===== src/rtl/core/graph_local_complement_recolor_macros.svh =====
// assertion helpers used by the datapath rtl of the recolor block
`ifndef GRAPH_LOCAL_COMPLEMENT_RECOLOR_MACROS_SVH
`define GRAPH_LOCAL_COMPLEMENT_RECOLOR_MACROS_SVH

// same-cycle implication under synchronous reset
`define GLCR_ASSERT_IMP(label, clk, rst, ante, cons, msg) \
   label: assert property (@(posedge clk) disable iff (rst) (ante) |-> (cons)) \
      else $error(msg);

// next-cycle implication under synchronous reset
`define GLCR_ASSERT_NEXT(label, clk, rst, ante, cons, msg) \
   label: assert property (@(posedge clk) disable iff (rst) (ante) |=> (cons)) \
      else $error(msg);

`endif


===== src/rtl/core/glcr_pkg.sv =====
`default_nettype none

package glcr_pkg;

   // field widths
   localparam int MODE_W   = 2;
   localparam int VERTEX_W = 5;
   localparam int BITS_W   = 32;
   localparam int VC_W     = 6;
   localparam int CSR_AW   = 3;
   localparam int CSR_DW   = 32;

   // register map
   localparam logic REG_VERTEX_COUNT = 1'b0;
   localparam logic [VC_W-1:0] VC_RESET = 6'd32;

   // command codes
   typedef enum logic [MODE_W-1:0] {
      MODE_WR_ROW     = 2'd0,
      MODE_WR_COLOR   = 2'd1,
      MODE_COMPLEMENT = 2'd2,
      MODE_RD_ROW     = 2'd3
   } mode_type;

   // controller to datapath
   typedef struct packed {
      logic load;
      logic a_rd_pivot;
      logic a_wr_row;
      logic color_wr;
      logic color_flip;
      logic nb_load;
      logic cpl_rd;
      logic sweep_rd;
      logic cnt_inc;
      logic out_load;
   } dp_cmd_type;

   // datapath to controller
   typedef struct packed {
      mode_type mode;
      logic     ok;
      logic     cnt_last_all;
      logic     cnt_last_act;
      logic     out_free;
   } dp_sts_type;

endpackage

`default_nettype wire


===== src/rtl/core/glcr_csr.sv =====
`default_nettype none

module glcr_csr (
   input  logic                        clock,
   input  logic                        reset,
   input  logic                        csr_psel,
   input  logic                        csr_penable,
   input  logic                        csr_pwrite,
   input  logic [glcr_pkg::CSR_AW-1:0] csr_paddr,
   input  logic [glcr_pkg::CSR_DW-1:0] csr_pwdata,
   output logic [glcr_pkg::CSR_DW-1:0] csr_prdata,
   output logic                        csr_pready,
   output logic [glcr_pkg::VC_W-1:0]   vertex_count
);
   import glcr_pkg::*;

   logic [VC_W-1:0] vc_ff;
   logic            hit;

   // register 0 sits at byte address 0, word index is paddr[2]
   assign hit = (csr_paddr[2] == REG_VERTEX_COUNT);

   // write on the access phase
   always_ff @(posedge clock) begin
      if (reset) begin
         vc_ff <= VC_RESET;
      end else if (csr_psel && csr_penable && csr_pwrite && hit) begin
         vc_ff <= csr_pwdata[VC_W-1:0];
      end
   end

   // read back
   assign csr_prdata   = hit ? {{(CSR_DW-VC_W){1'b0}}, vc_ff} : '0;
   assign csr_pready   = 1'b1;
   assign vertex_count = vc_ff;

endmodule

`default_nettype wire


===== src/rtl/core/glcr_ctrl.sv =====
`default_nettype none

module glcr_ctrl (
   input  logic                   clock,
   input  logic                   reset,
   input  logic                   req_tvalid,
   output logic                   req_tready,
   output glcr_pkg::dp_cmd_type   cmd,
   input  glcr_pkg::dp_sts_type   sts
);
   import glcr_pkg::*;

   typedef enum logic [3:0] {
      S_IDLE,
      S_DISPATCH,
      S_PIVOT,
      S_CPL,
      S_CPL_TAIL,
      S_SWEEP,
      S_SWEEP_TAIL,
      S_FETCH,
      S_RESULT
   } state_type;

   state_type state_ff, state_in;

   assign req_tready = (state_ff == S_IDLE);

   // next state and commands
   always_comb begin
      state_in = state_ff;
      cmd      = '0;
      case (state_ff)
         S_IDLE: begin
            cmd.load = req_tvalid;
            if (req_tvalid) state_in = S_DISPATCH;
         end
         S_DISPATCH: begin
            if (sts.mode == MODE_WR_COLOR) begin
               cmd.color_wr = 1'b1;
               state_in     = S_FETCH;
            end else if (!sts.ok) begin
               state_in = S_RESULT;
            end else begin
               case (sts.mode)
                  MODE_WR_ROW: begin
                     cmd.a_wr_row = 1'b1;
                     state_in     = S_SWEEP;
                  end
                  MODE_COMPLEMENT: begin
                     cmd.a_rd_pivot = 1'b1;
                     state_in       = S_PIVOT;
                  end
                  default: begin
                     state_in = S_FETCH;
                  end
               endcase
            end
         end
         S_PIVOT: begin
            cmd.nb_load = 1'b1;
            state_in    = S_CPL;
         end
         // one row read per cycle, its write-back follows in the next cycle
         S_CPL: begin
            cmd.cpl_rd  = 1'b1;
            cmd.cnt_inc = 1'b1;
            if (sts.cnt_last_act) state_in = S_CPL_TAIL;
         end
         S_CPL_TAIL: begin
            cmd.color_flip = 1'b1;
            state_in       = S_FETCH;
         end
         // column sweep keeps the transposed copy in step
         S_SWEEP: begin
            cmd.sweep_rd = 1'b1;
            cmd.cnt_inc  = 1'b1;
            if (sts.cnt_last_all) state_in = S_SWEEP_TAIL;
         end
         S_SWEEP_TAIL: begin
            state_in = S_FETCH;
         end
         S_FETCH: begin
            cmd.a_rd_pivot = 1'b1;
            state_in       = S_RESULT;
         end
         S_RESULT: begin
            if (sts.out_free) begin
               cmd.out_load = 1'b1;
               state_in     = S_IDLE;
            end
         end
         default: begin
            state_in = S_IDLE;
         end
      endcase
   end

   always_ff @(posedge clock) begin
      if (reset) begin
         state_ff <= S_IDLE;
      end else begin
         state_ff <= state_in;
      end
   end

endmodule

`default_nettype wire


===== src/rtl/core/glcr_dpath.sv =====
`default_nettype none

`include "graph_local_complement_recolor_macros.svh"

module glcr_dpath #(
   parameter int MAX_VERTICES = 32
) (
   input  logic                            clock,
   input  logic                            reset,
   input  glcr_pkg::dp_cmd_type            cmd,
   output glcr_pkg::dp_sts_type            sts,
   input  logic [glcr_pkg::VC_W-1:0]       vertex_count,
   input  glcr_pkg::mode_type              req_mode,
   input  logic [glcr_pkg::VERTEX_W-1:0]   req_vertex,
   input  logic [glcr_pkg::BITS_W-1:0]     req_bits,
   input  logic                            rsp_tready,
   output logic                            rsp_valid,
   output logic [glcr_pkg::BITS_W-1:0]     rsp_row_bits,
   output logic [glcr_pkg::BITS_W-1:0]     rsp_color_bits,
   output logic                            rsp_error
);
   import glcr_pkg::*;

   localparam int AW = $clog2(MAX_VERTICES);
   localparam int CW = $clog2(MAX_VERTICES + 1);

   typedef logic [MAX_VERTICES-1:0] row_type;

   // row memory and its transposed copy (column memory)
   row_type a_mem [MAX_VERTICES];
   row_type b_mem [MAX_VERTICES];
   row_type a_vld_ff, b_vld_ff;

   mode_type            mode_ff;
   logic [VERTEX_W-1:0] v_ff;
   logic [BITS_W-1:0]   bits_ff;
   logic [CW-1:0]       n_ff;
   logic                ok_ff;
   logic [AW-1:0]       cnt_ff, widx_ff;
   logic                cpl_pend_ff, sweep_pend_ff;
   row_type             nb_ff, color_ff;
   row_type             a_q_ff, b_q_ff;
   logic                a_qv_ff, b_qv_ff;
   logic                rsp_valid_ff, rsp_error_ff;
   logic [BITS_W-1:0]   rsp_row_ff, rsp_color_ff;

   logic [VC_W:0]          vc_ext, max_ext, n_full;
   logic                   ok_in;
   logic [AW+VERTEX_W-1:0] v_ext;
   logic [AW-1:0]          v_idx;
   logic [MAX_VERTICES+BITS_W-1:0] bits_ext, aq_ext, col_ext;
   row_type                bits_m, a_q, b_q, nmask, above, r_hot, v_hot, blk, flipped;
   row_type                a_new, b_new, b_sweep, a_wdata, b_wdata;
   logic                   cpl_we, a_we, b_we, a_rd, b_rd;
   logic [AW-1:0]          a_waddr, a_raddr;
   logic [AW:0]            cnt_p1;

   // active count and range check on the incoming transaction
   assign vc_ext  = {1'b0, vertex_count};
   assign max_ext = (VC_W+1)'(MAX_VERTICES);
   assign n_full  = (vc_ext > max_ext) ? max_ext : vc_ext;
   assign ok_in   = {{(VC_W+1-VERTEX_W){1'b0}}, req_vertex} < n_full;

   always_ff @(posedge clock) begin
      if (cmd.load) begin
         mode_ff <= req_mode;
         v_ff    <= req_vertex;
         bits_ff <= req_bits;
         n_ff    <= n_full[CW-1:0];
         ok_ff   <= ok_in;
      end
   end

   assign v_ext    = {{AW{1'b0}}, v_ff};
   assign v_idx    = v_ext[AW-1:0];
   assign bits_ext = {{MAX_VERTICES{1'b0}}, bits_ff};
   assign bits_m   = bits_ext[MAX_VERTICES-1:0];

   // row counter and write-back pipeline
   always_ff @(posedge clock) begin
      if (reset) begin
         cnt_ff        <= '0;
         cpl_pend_ff   <= 1'b0;
         sweep_pend_ff <= 1'b0;
      end else begin
         if (cmd.load || cmd.nb_load) begin
            cnt_ff <= '0;
         end else if (cmd.cnt_inc) begin
            cnt_ff <= cnt_ff + AW'(1);
         end
         cpl_pend_ff   <= cmd.cpl_rd;
         sweep_pend_ff <= cmd.sweep_rd;
      end
   end

   always_ff @(posedge clock) begin
      widx_ff <= cnt_ff;
   end

   assign cnt_p1 = {1'b0, cnt_ff} + {{AW{1'b0}}, 1'b1};

   // read ports, invalid rows read as zero
   assign a_rd    = cmd.a_rd_pivot | cmd.cpl_rd;
   assign a_raddr = cmd.cpl_rd ? cnt_ff : v_idx;
   assign b_rd    = cmd.cpl_rd | cmd.sweep_rd;

   always_ff @(posedge clock) begin
      if (a_rd) a_q_ff <= a_mem[a_raddr];
      if (b_rd) b_q_ff <= b_mem[cnt_ff];
   end

   always_ff @(posedge clock) begin
      if (reset) begin
         a_qv_ff <= 1'b0;
         b_qv_ff <= 1'b0;
      end else begin
         if (a_rd) a_qv_ff <= a_vld_ff[a_raddr];
         if (b_rd) b_qv_ff <= b_vld_ff[cnt_ff];
      end
   end

   assign a_q = a_qv_ff ? a_q_ff : '0;
   assign b_q = b_qv_ff ? b_q_ff : '0;

   // neighbour mask limited to the active count
   always_comb begin
      for (int c = 0; c < MAX_VERTICES; c++) begin
         nmask[c] = (CW'(c) < n_ff);
         above[c] = (AW'(c) > widx_ff);
      end
   end

   // new neighbour bits: upper part from the row, lower part from the column
   assign r_hot   = row_type'(1) << widx_ff;
   assign v_hot   = row_type'(1) << v_idx;
   assign blk     = nb_ff & ~r_hot;
   assign flipped = ~((a_q & above) | (b_q & ~above));
   assign a_new   = (a_q & ~blk) | (flipped & blk);
   assign b_new   = (b_q & ~blk) | (flipped & blk);
   assign cpl_we  = cpl_pend_ff & nb_ff[widx_ff];

   // row write puts its bit into every column
   assign b_sweep = (b_q & ~v_hot) | ({MAX_VERTICES{bits_m[widx_ff]}} & v_hot);

   // write ports
   assign a_we    = cmd.a_wr_row | cpl_we;
   assign a_waddr = cmd.a_wr_row ? v_idx : widx_ff;
   assign a_wdata = cmd.a_wr_row ? bits_m : a_new;
   assign b_we    = cpl_we | sweep_pend_ff;
   assign b_wdata = sweep_pend_ff ? b_sweep : b_new;

   always_ff @(posedge clock) begin
      if (a_we) a_mem[a_waddr] <= a_wdata;
      if (b_we) b_mem[widx_ff] <= b_wdata;
   end

   always_ff @(posedge clock) begin
      if (reset) begin
         a_vld_ff <= '0;
         b_vld_ff <= '0;
      end else begin
         if (a_we) a_vld_ff[a_waddr] <= 1'b1;
         if (b_we) b_vld_ff[widx_ff] <= 1'b1;
      end
   end

   // neighbour set and coloring
   always_ff @(posedge clock) begin
      if (cmd.nb_load) nb_ff <= a_q & nmask;
   end

   always_ff @(posedge clock) begin
      if (reset) begin
         color_ff <= '0;
      end else if (cmd.color_wr) begin
         color_ff <= bits_m;
      end else if (cmd.color_flip) begin
         color_ff <= color_ff ^ nb_ff;
      end
   end

   // response register
   assign aq_ext  = {{BITS_W{1'b0}}, a_q};
   assign col_ext = {{BITS_W{1'b0}}, color_ff};

   always_ff @(posedge clock) begin
      if (reset) begin
         rsp_valid_ff <= 1'b0;
      end else if (cmd.out_load) begin
         rsp_valid_ff <= 1'b1;
      end else if (rsp_tready) begin
         rsp_valid_ff <= 1'b0;
      end
   end

   always_ff @(posedge clock) begin
      if (cmd.out_load) begin
         rsp_row_ff   <= ok_ff ? aq_ext[BITS_W-1:0] : '0;
         rsp_color_ff <= col_ext[BITS_W-1:0];
         rsp_error_ff <= !ok_ff && (mode_ff != MODE_WR_COLOR);
      end
   end

   assign rsp_valid      = rsp_valid_ff;
   assign rsp_row_bits   = rsp_row_ff;
   assign rsp_color_bits = rsp_color_ff;
   assign rsp_error      = rsp_error_ff;

   // status
   assign sts.mode         = mode_ff;
   assign sts.ok           = ok_ff;
   assign sts.cnt_last_all = (cnt_ff == AW'(MAX_VERTICES - 1));
   assign sts.cnt_last_act = (cnt_p1 == (AW+1)'(n_ff));
   assign sts.out_free     = !rsp_valid_ff || rsp_tready;

   `GLCR_ASSERT_IMP(a_row_port_single, clock, reset, cmd.a_wr_row, !cpl_pend_ff, "row memory written from two sources")
   `GLCR_ASSERT_IMP(a_rmw_distinct, clock, reset, (cpl_pend_ff || sweep_pend_ff) && (cmd.cpl_rd || cmd.sweep_rd), widx_ff != cnt_ff, "read meets pending write address")
   `GLCR_ASSERT_IMP(a_rsp_no_overrun, clock, reset, rsp_valid_ff && !rsp_tready, !cmd.out_load, "response overwritten while stalled")
   `GLCR_ASSERT_NEXT(a_rsp_hold, clock, reset, rsp_valid_ff && !rsp_tready, rsp_valid_ff && $stable(rsp_row_ff), "response dropped while stalled")

endmodule

`default_nettype wire


===== src/rtl/core/graph_local_complement_recolor.sv =====
// Local complementation engine on a two-colored graph.
// req channel: one transaction per command. tuser holds the mode (write row,
// write coloring, complement at pivot, read row); tdata holds vertex and bits.
// rsp channel: exactly one transaction per command with the addressed row
// after the command, the full coloring and an out-of-range error flag.
// csr port: register 0 is vertex_count (active vertices, reset 32).
// Read row and write coloring need no row sweep; write row sweeps all
// MAX_VERTICES rows of the column memory and complementation the active
// rows, with up to one row of the row memory and one of the column memory read and written per cycle.
// One command is in flight at a time; the next is taken once the current
// result is loaded in the output register, so a stalled receiver only holds
// the engine when a second result is ready.
// Reset clears the matrix and the coloring (per-row valid flags, no sweep),
// drops any pending response and restores vertex_count.
`default_nettype none

module graph_local_complement_recolor #(
   parameter int MAX_VERTICES = 32
) (
   input  logic                        clock,
   input  logic                        reset,
   input  logic                        req_tvalid,
   output logic                        req_tready,
   input  logic [39:0]                 req_tdata,   // vertex[4:0], bits[36:5], zero pad
   input  logic [1:0]                  req_tuser,   // mode[1:0]
   output logic                        rsp_tvalid,
   input  logic                        rsp_tready,
   output logic [63:0]                 rsp_tdata,   // row_bits[31:0], color_bits[63:32]
   output logic [0:0]                  rsp_tuser,   // error[0]
   input  logic                        csr_psel,
   input  logic                        csr_penable,
   input  logic                        csr_pwrite,
   input  logic [glcr_pkg::CSR_AW-1:0] csr_paddr,
   input  logic [glcr_pkg::CSR_DW-1:0] csr_pwdata,
   output logic [glcr_pkg::CSR_DW-1:0] csr_prdata,
   output logic                        csr_pready
);
   import glcr_pkg::*;

   dp_cmd_type          cmd;
   dp_sts_type          sts;
   logic [VC_W-1:0]     vertex_count;
   logic [BITS_W-1:0]   row_bits, color_bits;
   logic                error;

   glcr_csr u_csr (
      .clock        (clock),
      .reset        (reset),
      .csr_psel     (csr_psel),
      .csr_penable  (csr_penable),
      .csr_pwrite   (csr_pwrite),
      .csr_paddr    (csr_paddr),
      .csr_pwdata   (csr_pwdata),
      .csr_prdata   (csr_prdata),
      .csr_pready   (csr_pready),
      .vertex_count (vertex_count)
   );

   glcr_ctrl u_ctrl (
      .clock      (clock),
      .reset      (reset),
      .req_tvalid (req_tvalid),
      .req_tready (req_tready),
      .cmd        (cmd),
      .sts        (sts)
   );

   glcr_dpath #(
      .MAX_VERTICES (MAX_VERTICES)
   ) u_dpath (
      .clock          (clock),
      .reset          (reset),
      .cmd            (cmd),
      .sts            (sts),
      .vertex_count   (vertex_count),
      .req_mode       (mode_type'(req_tuser)),
      .req_vertex     (req_tdata[VERTEX_W-1:0]),
      .req_bits       (req_tdata[VERTEX_W+BITS_W-1:VERTEX_W]),
      .rsp_tready     (rsp_tready),
      .rsp_valid      (rsp_tvalid),
      .rsp_row_bits   (row_bits),
      .rsp_color_bits (color_bits),
      .rsp_error      (error)
   );

   // pack result transaction
   assign rsp_tdata = {color_bits, row_bits};
   assign rsp_tuser = error;

endmodule

`default_nettype wire


===== config.mk =====
export PLATFORM = sky130hd
export DESIGN_NAME = graph_local_complement_recolor
export DESIGN_NICKNAME = d
export VERILOG_FILES = /design/src/rtl/core/glcr_pkg.sv /design/src/rtl/core/glcr_csr.sv /design/src/rtl/core/glcr_ctrl.sv /design/src/rtl/core/glcr_dpath.sv /design/src/rtl/core/graph_local_complement_recolor.sv
export VERILOG_INCLUDE_DIRS = /design/src /design/src/rtl/core
export SDC_FILE = /design/constraint.sdc
export NUM_CORES = 2
export LEC_CHECK = 0
export ABC_AREA = 1
export BUFFER_PORTS_ARGS = -buffer_cell sky130_fd_sc_hd__buf_2
export CAP_MARGIN = 20
export CELL_PAD_IN_SITES_DETAIL_PLACEMENT = 1
export CELL_PAD_IN_SITES_GLOBAL_PLACEMENT = 1
export CORE_MARGIN = 2
export CORE_UTILIZATION = 25
export DETAILED_ROUTE_END_ITERATION = 12
export GPL_TIMING_DRIVEN = 0
export PLACE_DENSITY_LB_ADDON = 0.1
export SLEW_MARGIN = 30
export SYNTH_ARGS = -nofsm -noshare
export SYNTH_HDL_FRONTEND = slang
export SYNTH_SLANG_ARGS = --single-unit
export TNS_END_PERCENT = 5

===== constraint.sdc =====
create_clock -name clock -period 4 [get_ports clock]
set_clock_uncertainty 0.15 [all_clocks]
set_input_delay 0.2 -clock clock [delete_from_list [all_inputs] [get_ports clock]]
set_output_delay 0.2 -clock clock [all_outputs]
set_load 0.02 [all_outputs]

==> impl_results.md <==
* Die W at 622.4 um
* Worst relative slew slack at 0.2725
* Placed instance count at 13400
* Die Area at 387300 um2
* Reg area at 69150 um2
* Synth Register Bits at 2343
* Worst-margin pin slew at 1.091 ns
* Overflow after GRT at 0
* Max H-tree Level at 5
* Final setup fails at 3
* CTS Buf Count at 286
* Sinks on Clock Net at 2343
* Worst hold slack at 0.08345 ns
* Worst endpoint data arrival time at 4.60 ns
* CP cell instances: buf_4, buf_2, buf_4, buf_2, o21ai_0, o22ai_1, o21ai_0, a32oi_2
* Post-synthesis mux area share at 0
* Status: finished with violations
* Worst hold start: req_tdata[4]
* Max-cap violations at 0
* Final nets at 8843
* DR iter-0 viols at 7668
* RSZ-0062 raised after global routing: true
* Final HPWL DP at 340700 um
* Root Buffer: clkbuf_16
* Post-place setup slack at -0.8171 ns
* Area of the core at 381400 um2
* Initial Util at 0.2506
* Area contributors post-synth: edfxtp_1 (70%), nand2_1 (5.9%), o21ai_0 (4.9%)
* Post-synthesis adder-cell area fraction at 0.0007853
* Count of flip-flops with a built-in enable after synthesis at 2222
* Routability Congestion at 0.9044
* Worst EP required at 4.50 ns
* IO buf count at 125
* Compound-Gate Fraction of Synth Area at 0.1182
* Syn. warnings at 0
* Post-DRT Antenna Nets at 0
* Top_reg_cell synth: edfxtp_1
* P&R area growth vs syn at 22.70%
* Met3 WL at 29040 um
* Site Rows at 227
* Violated checks: setup timing
* Critical path's largest stage delay at 0.58 ns
* Cell area after synthesis at 95600 um2
* Routed len/inst at 33.76 um
* Nature of the critical path endpoint: flip-flop
* Reg clk slew, reported paths at 0.06 ns
* CP Launch Point: u_dpath.cnt_ff[0]
* Number of detailed-route iterations in the first pass at 5
* PwrDens at 691.7 nW/um2
* I/O pins at 184
* Share of layout cells above drive strength 1 at 0.1294
* Crit path launch type: flip-flop
* Clock Latency Late Sink at 0.93 ns
* CTS tree: built
* First-pass GRT wire length at 632600 um
* Mean post-synth cell area at 11.89 um2
* Fin. Hold Viols at 0
* Async S/R FF share, synth at 0
* CP max stage cell: dfxtp_2
* Met1 WL at 223100 um
* Critical Path Fanout Max at 10
* Achievable Freq at 244.3 MHz
* Routed vias at 71050
* Synth top area share at 0.6980
* DRC viols at 0
* Gate Count Post-Synth at 8042
* Max Used Layer: met5
* XOR/XNOR Fraction of Synth Area at 0.003390
* Layout Cells excl Fill at 14010
* Worst hold path class: primary input to flip-flop
* Area fraction in and, or, nand and nor cells after synthesis at 0.1144
* Vias per inst at 5.071
* Leakage power at 40.32 nW
* Max Slew Vio Count at 0
* Fin worst setup slack at -0.09382 ns
* Largest net degree at the start of global routing at 39
* Number of global-route vias before repair at 70400
* Initial antenna violation count at 47
* Fill cells at 41260
* Worst r2r src: u_dpath.cnt_ff[0]
* Final worst-path cycle share at 1.023
* Max Root-Sink Buffers at 4
* Seq/Total Area, Yosys at 0.7233
* Met2 WL at 207000 um
* Multi-input gate area at 23510 um2
* Setup Crit Path Kind: flip-flop to flip-flop
* Maximum VDD drop at 0.3257 mV
* R2r setup slk at -0.09 ns
* Wirelength, routed at 473000 um
* Distinct cells, synth at 47
* Fin crit period at 4.094 ns
* Die H at 622.4 um
* Post-synth top area cell: edfxtp_1
* Setup TNS at -0.1558 ns
* GRT Total Usage at 0.2375
* Largest family of logic cells by synthesized area: compound AO/OA/AOI/OAI gates
-- per-layer routing --
metal  vias to the layer above  global-route usage
met5                         -                   0
met4                        16             0.06328
met3                       509             0.03186
met2                      2511              0.3630
met1                     37610              0.3512
li1                      30400                   -
-- synth_stat cells, types with 27 or more instances --
cell	n
clkbuf_1	290
inv_1	332
o221ai_1	184
a31oi_1	93
a21oi_1	464
o21ai_1	73
edfxtp_1	2222
xor2_1	35
nand2_1	1507
o22ai_1	84
buf_4	44
dfxtp_1	121
nand3_1	351
o21ai_0	944
buf_2	180
o211ai_1	53
nor2_1	870
o21bai_1	27
-- cell families after synthesis --
| logic type | after synthesis |
|---|---|
| buffers and inverters | 896 |
| AO/OA/AOI/OAI | 1988 |
| other | 2 |
| flip-flops | 2343 |
| adder cells (fa/ha/maj) | 6 |
| AND/OR/NAND/NOR | 2770 |
| XOR/XNOR | 37 |
-- layout by cell type, fill, tap and decap left out, drive strengths merged, types with 121 or more instances in the layout --
cell | Yosys | final
a21oi | 464 | 464
buf | 257 | 551
clkbuf | 293 | 656
dfxtp | 121 | 121
edfxtp | 2222 | 2222
inv | 342 | 352
nand2 | 1513 | 1513
nand3 | 354 | 354
nor2 | 872 | 872
o21ai | 1022 | 1022
o221ai | 184 | 184
-- worst paths after layout --
| check | end | depth (start not counted) |
|---|---|---|
| worst min-delay path | u_dpath.v_ff[4] | 2 |
| worst max-delay path | u_dpath.b_q_ff[16] | 8 |
| worst min register to register | u_dpath.widx_ff[1] | 0 |
| worst max register to register | u_dpath.b_q_ff[16] | 8 |
-- power by group --
group          switching (mW)  total (mW)  leakage (nW)  internal [mW]
registers               0.635        30.7          21.0           30.1
clock network            10.8        25.2          4.23           14.3
logic                    19.4        25.2          15.0           5.82
-- worst max-delay path, delay by kind of cell, from the launching register on --
family / cells / cell delay (ns)
flops: 1 / 0.58
buf+inv: 4 / 1.58
compound gates: 4 / 1.45
-- per-stage QoR --
step           total power [mW]  utilization  area [um2]
6_report                  81.14       0.3075      117300
5_1_grt                   83.61       0.3074      117300
4_1_cts                   81.45       0.3072      117200
3_5_place_dp              56.00       0.2810      107200
3_3_place_gp              54.04       0.2690      102600
2_1_floorplan             40.91            -       95690
-- registers in the layout, summed over array words and instances, names as in the netlist, 32 cells and up --
register,count
u_dpath.rsp_color_bits,32
u_dpath.b_vld_ff,32
u_dpath.rsp_row_bits,32
u_dpath.b_mem,992
u_dpath.a_vld_ff,32
u_dpath.bits_ff,32
u_dpath.color_ff,32
u_dpath.nb_ff,32
u_dpath.a_mem,1024
u_dpath.a_q_ff,32
-- repair_timing --
item	CTS	global route
gates resized for setup	69	32
endpoints found under the setup margin	860	344
hold endpoints to repair	121	0
setup buffers	4	0
pin swaps	3	0
hold buffers	101	0
-- layout make-up --
class	count	share of cell area
flip-flops and latches	2343	0.5895
multi-input cells	4828	0.2004
clock buffers	364	0.06593
well taps	5038	0.05374
repair buffers	400	0.04655
plain buffers	548	0.02266
inverters	346	0.01250
clock inverters	123	0.008278
diodes	19	0.0004053
(Power assumes the default switching activity.)
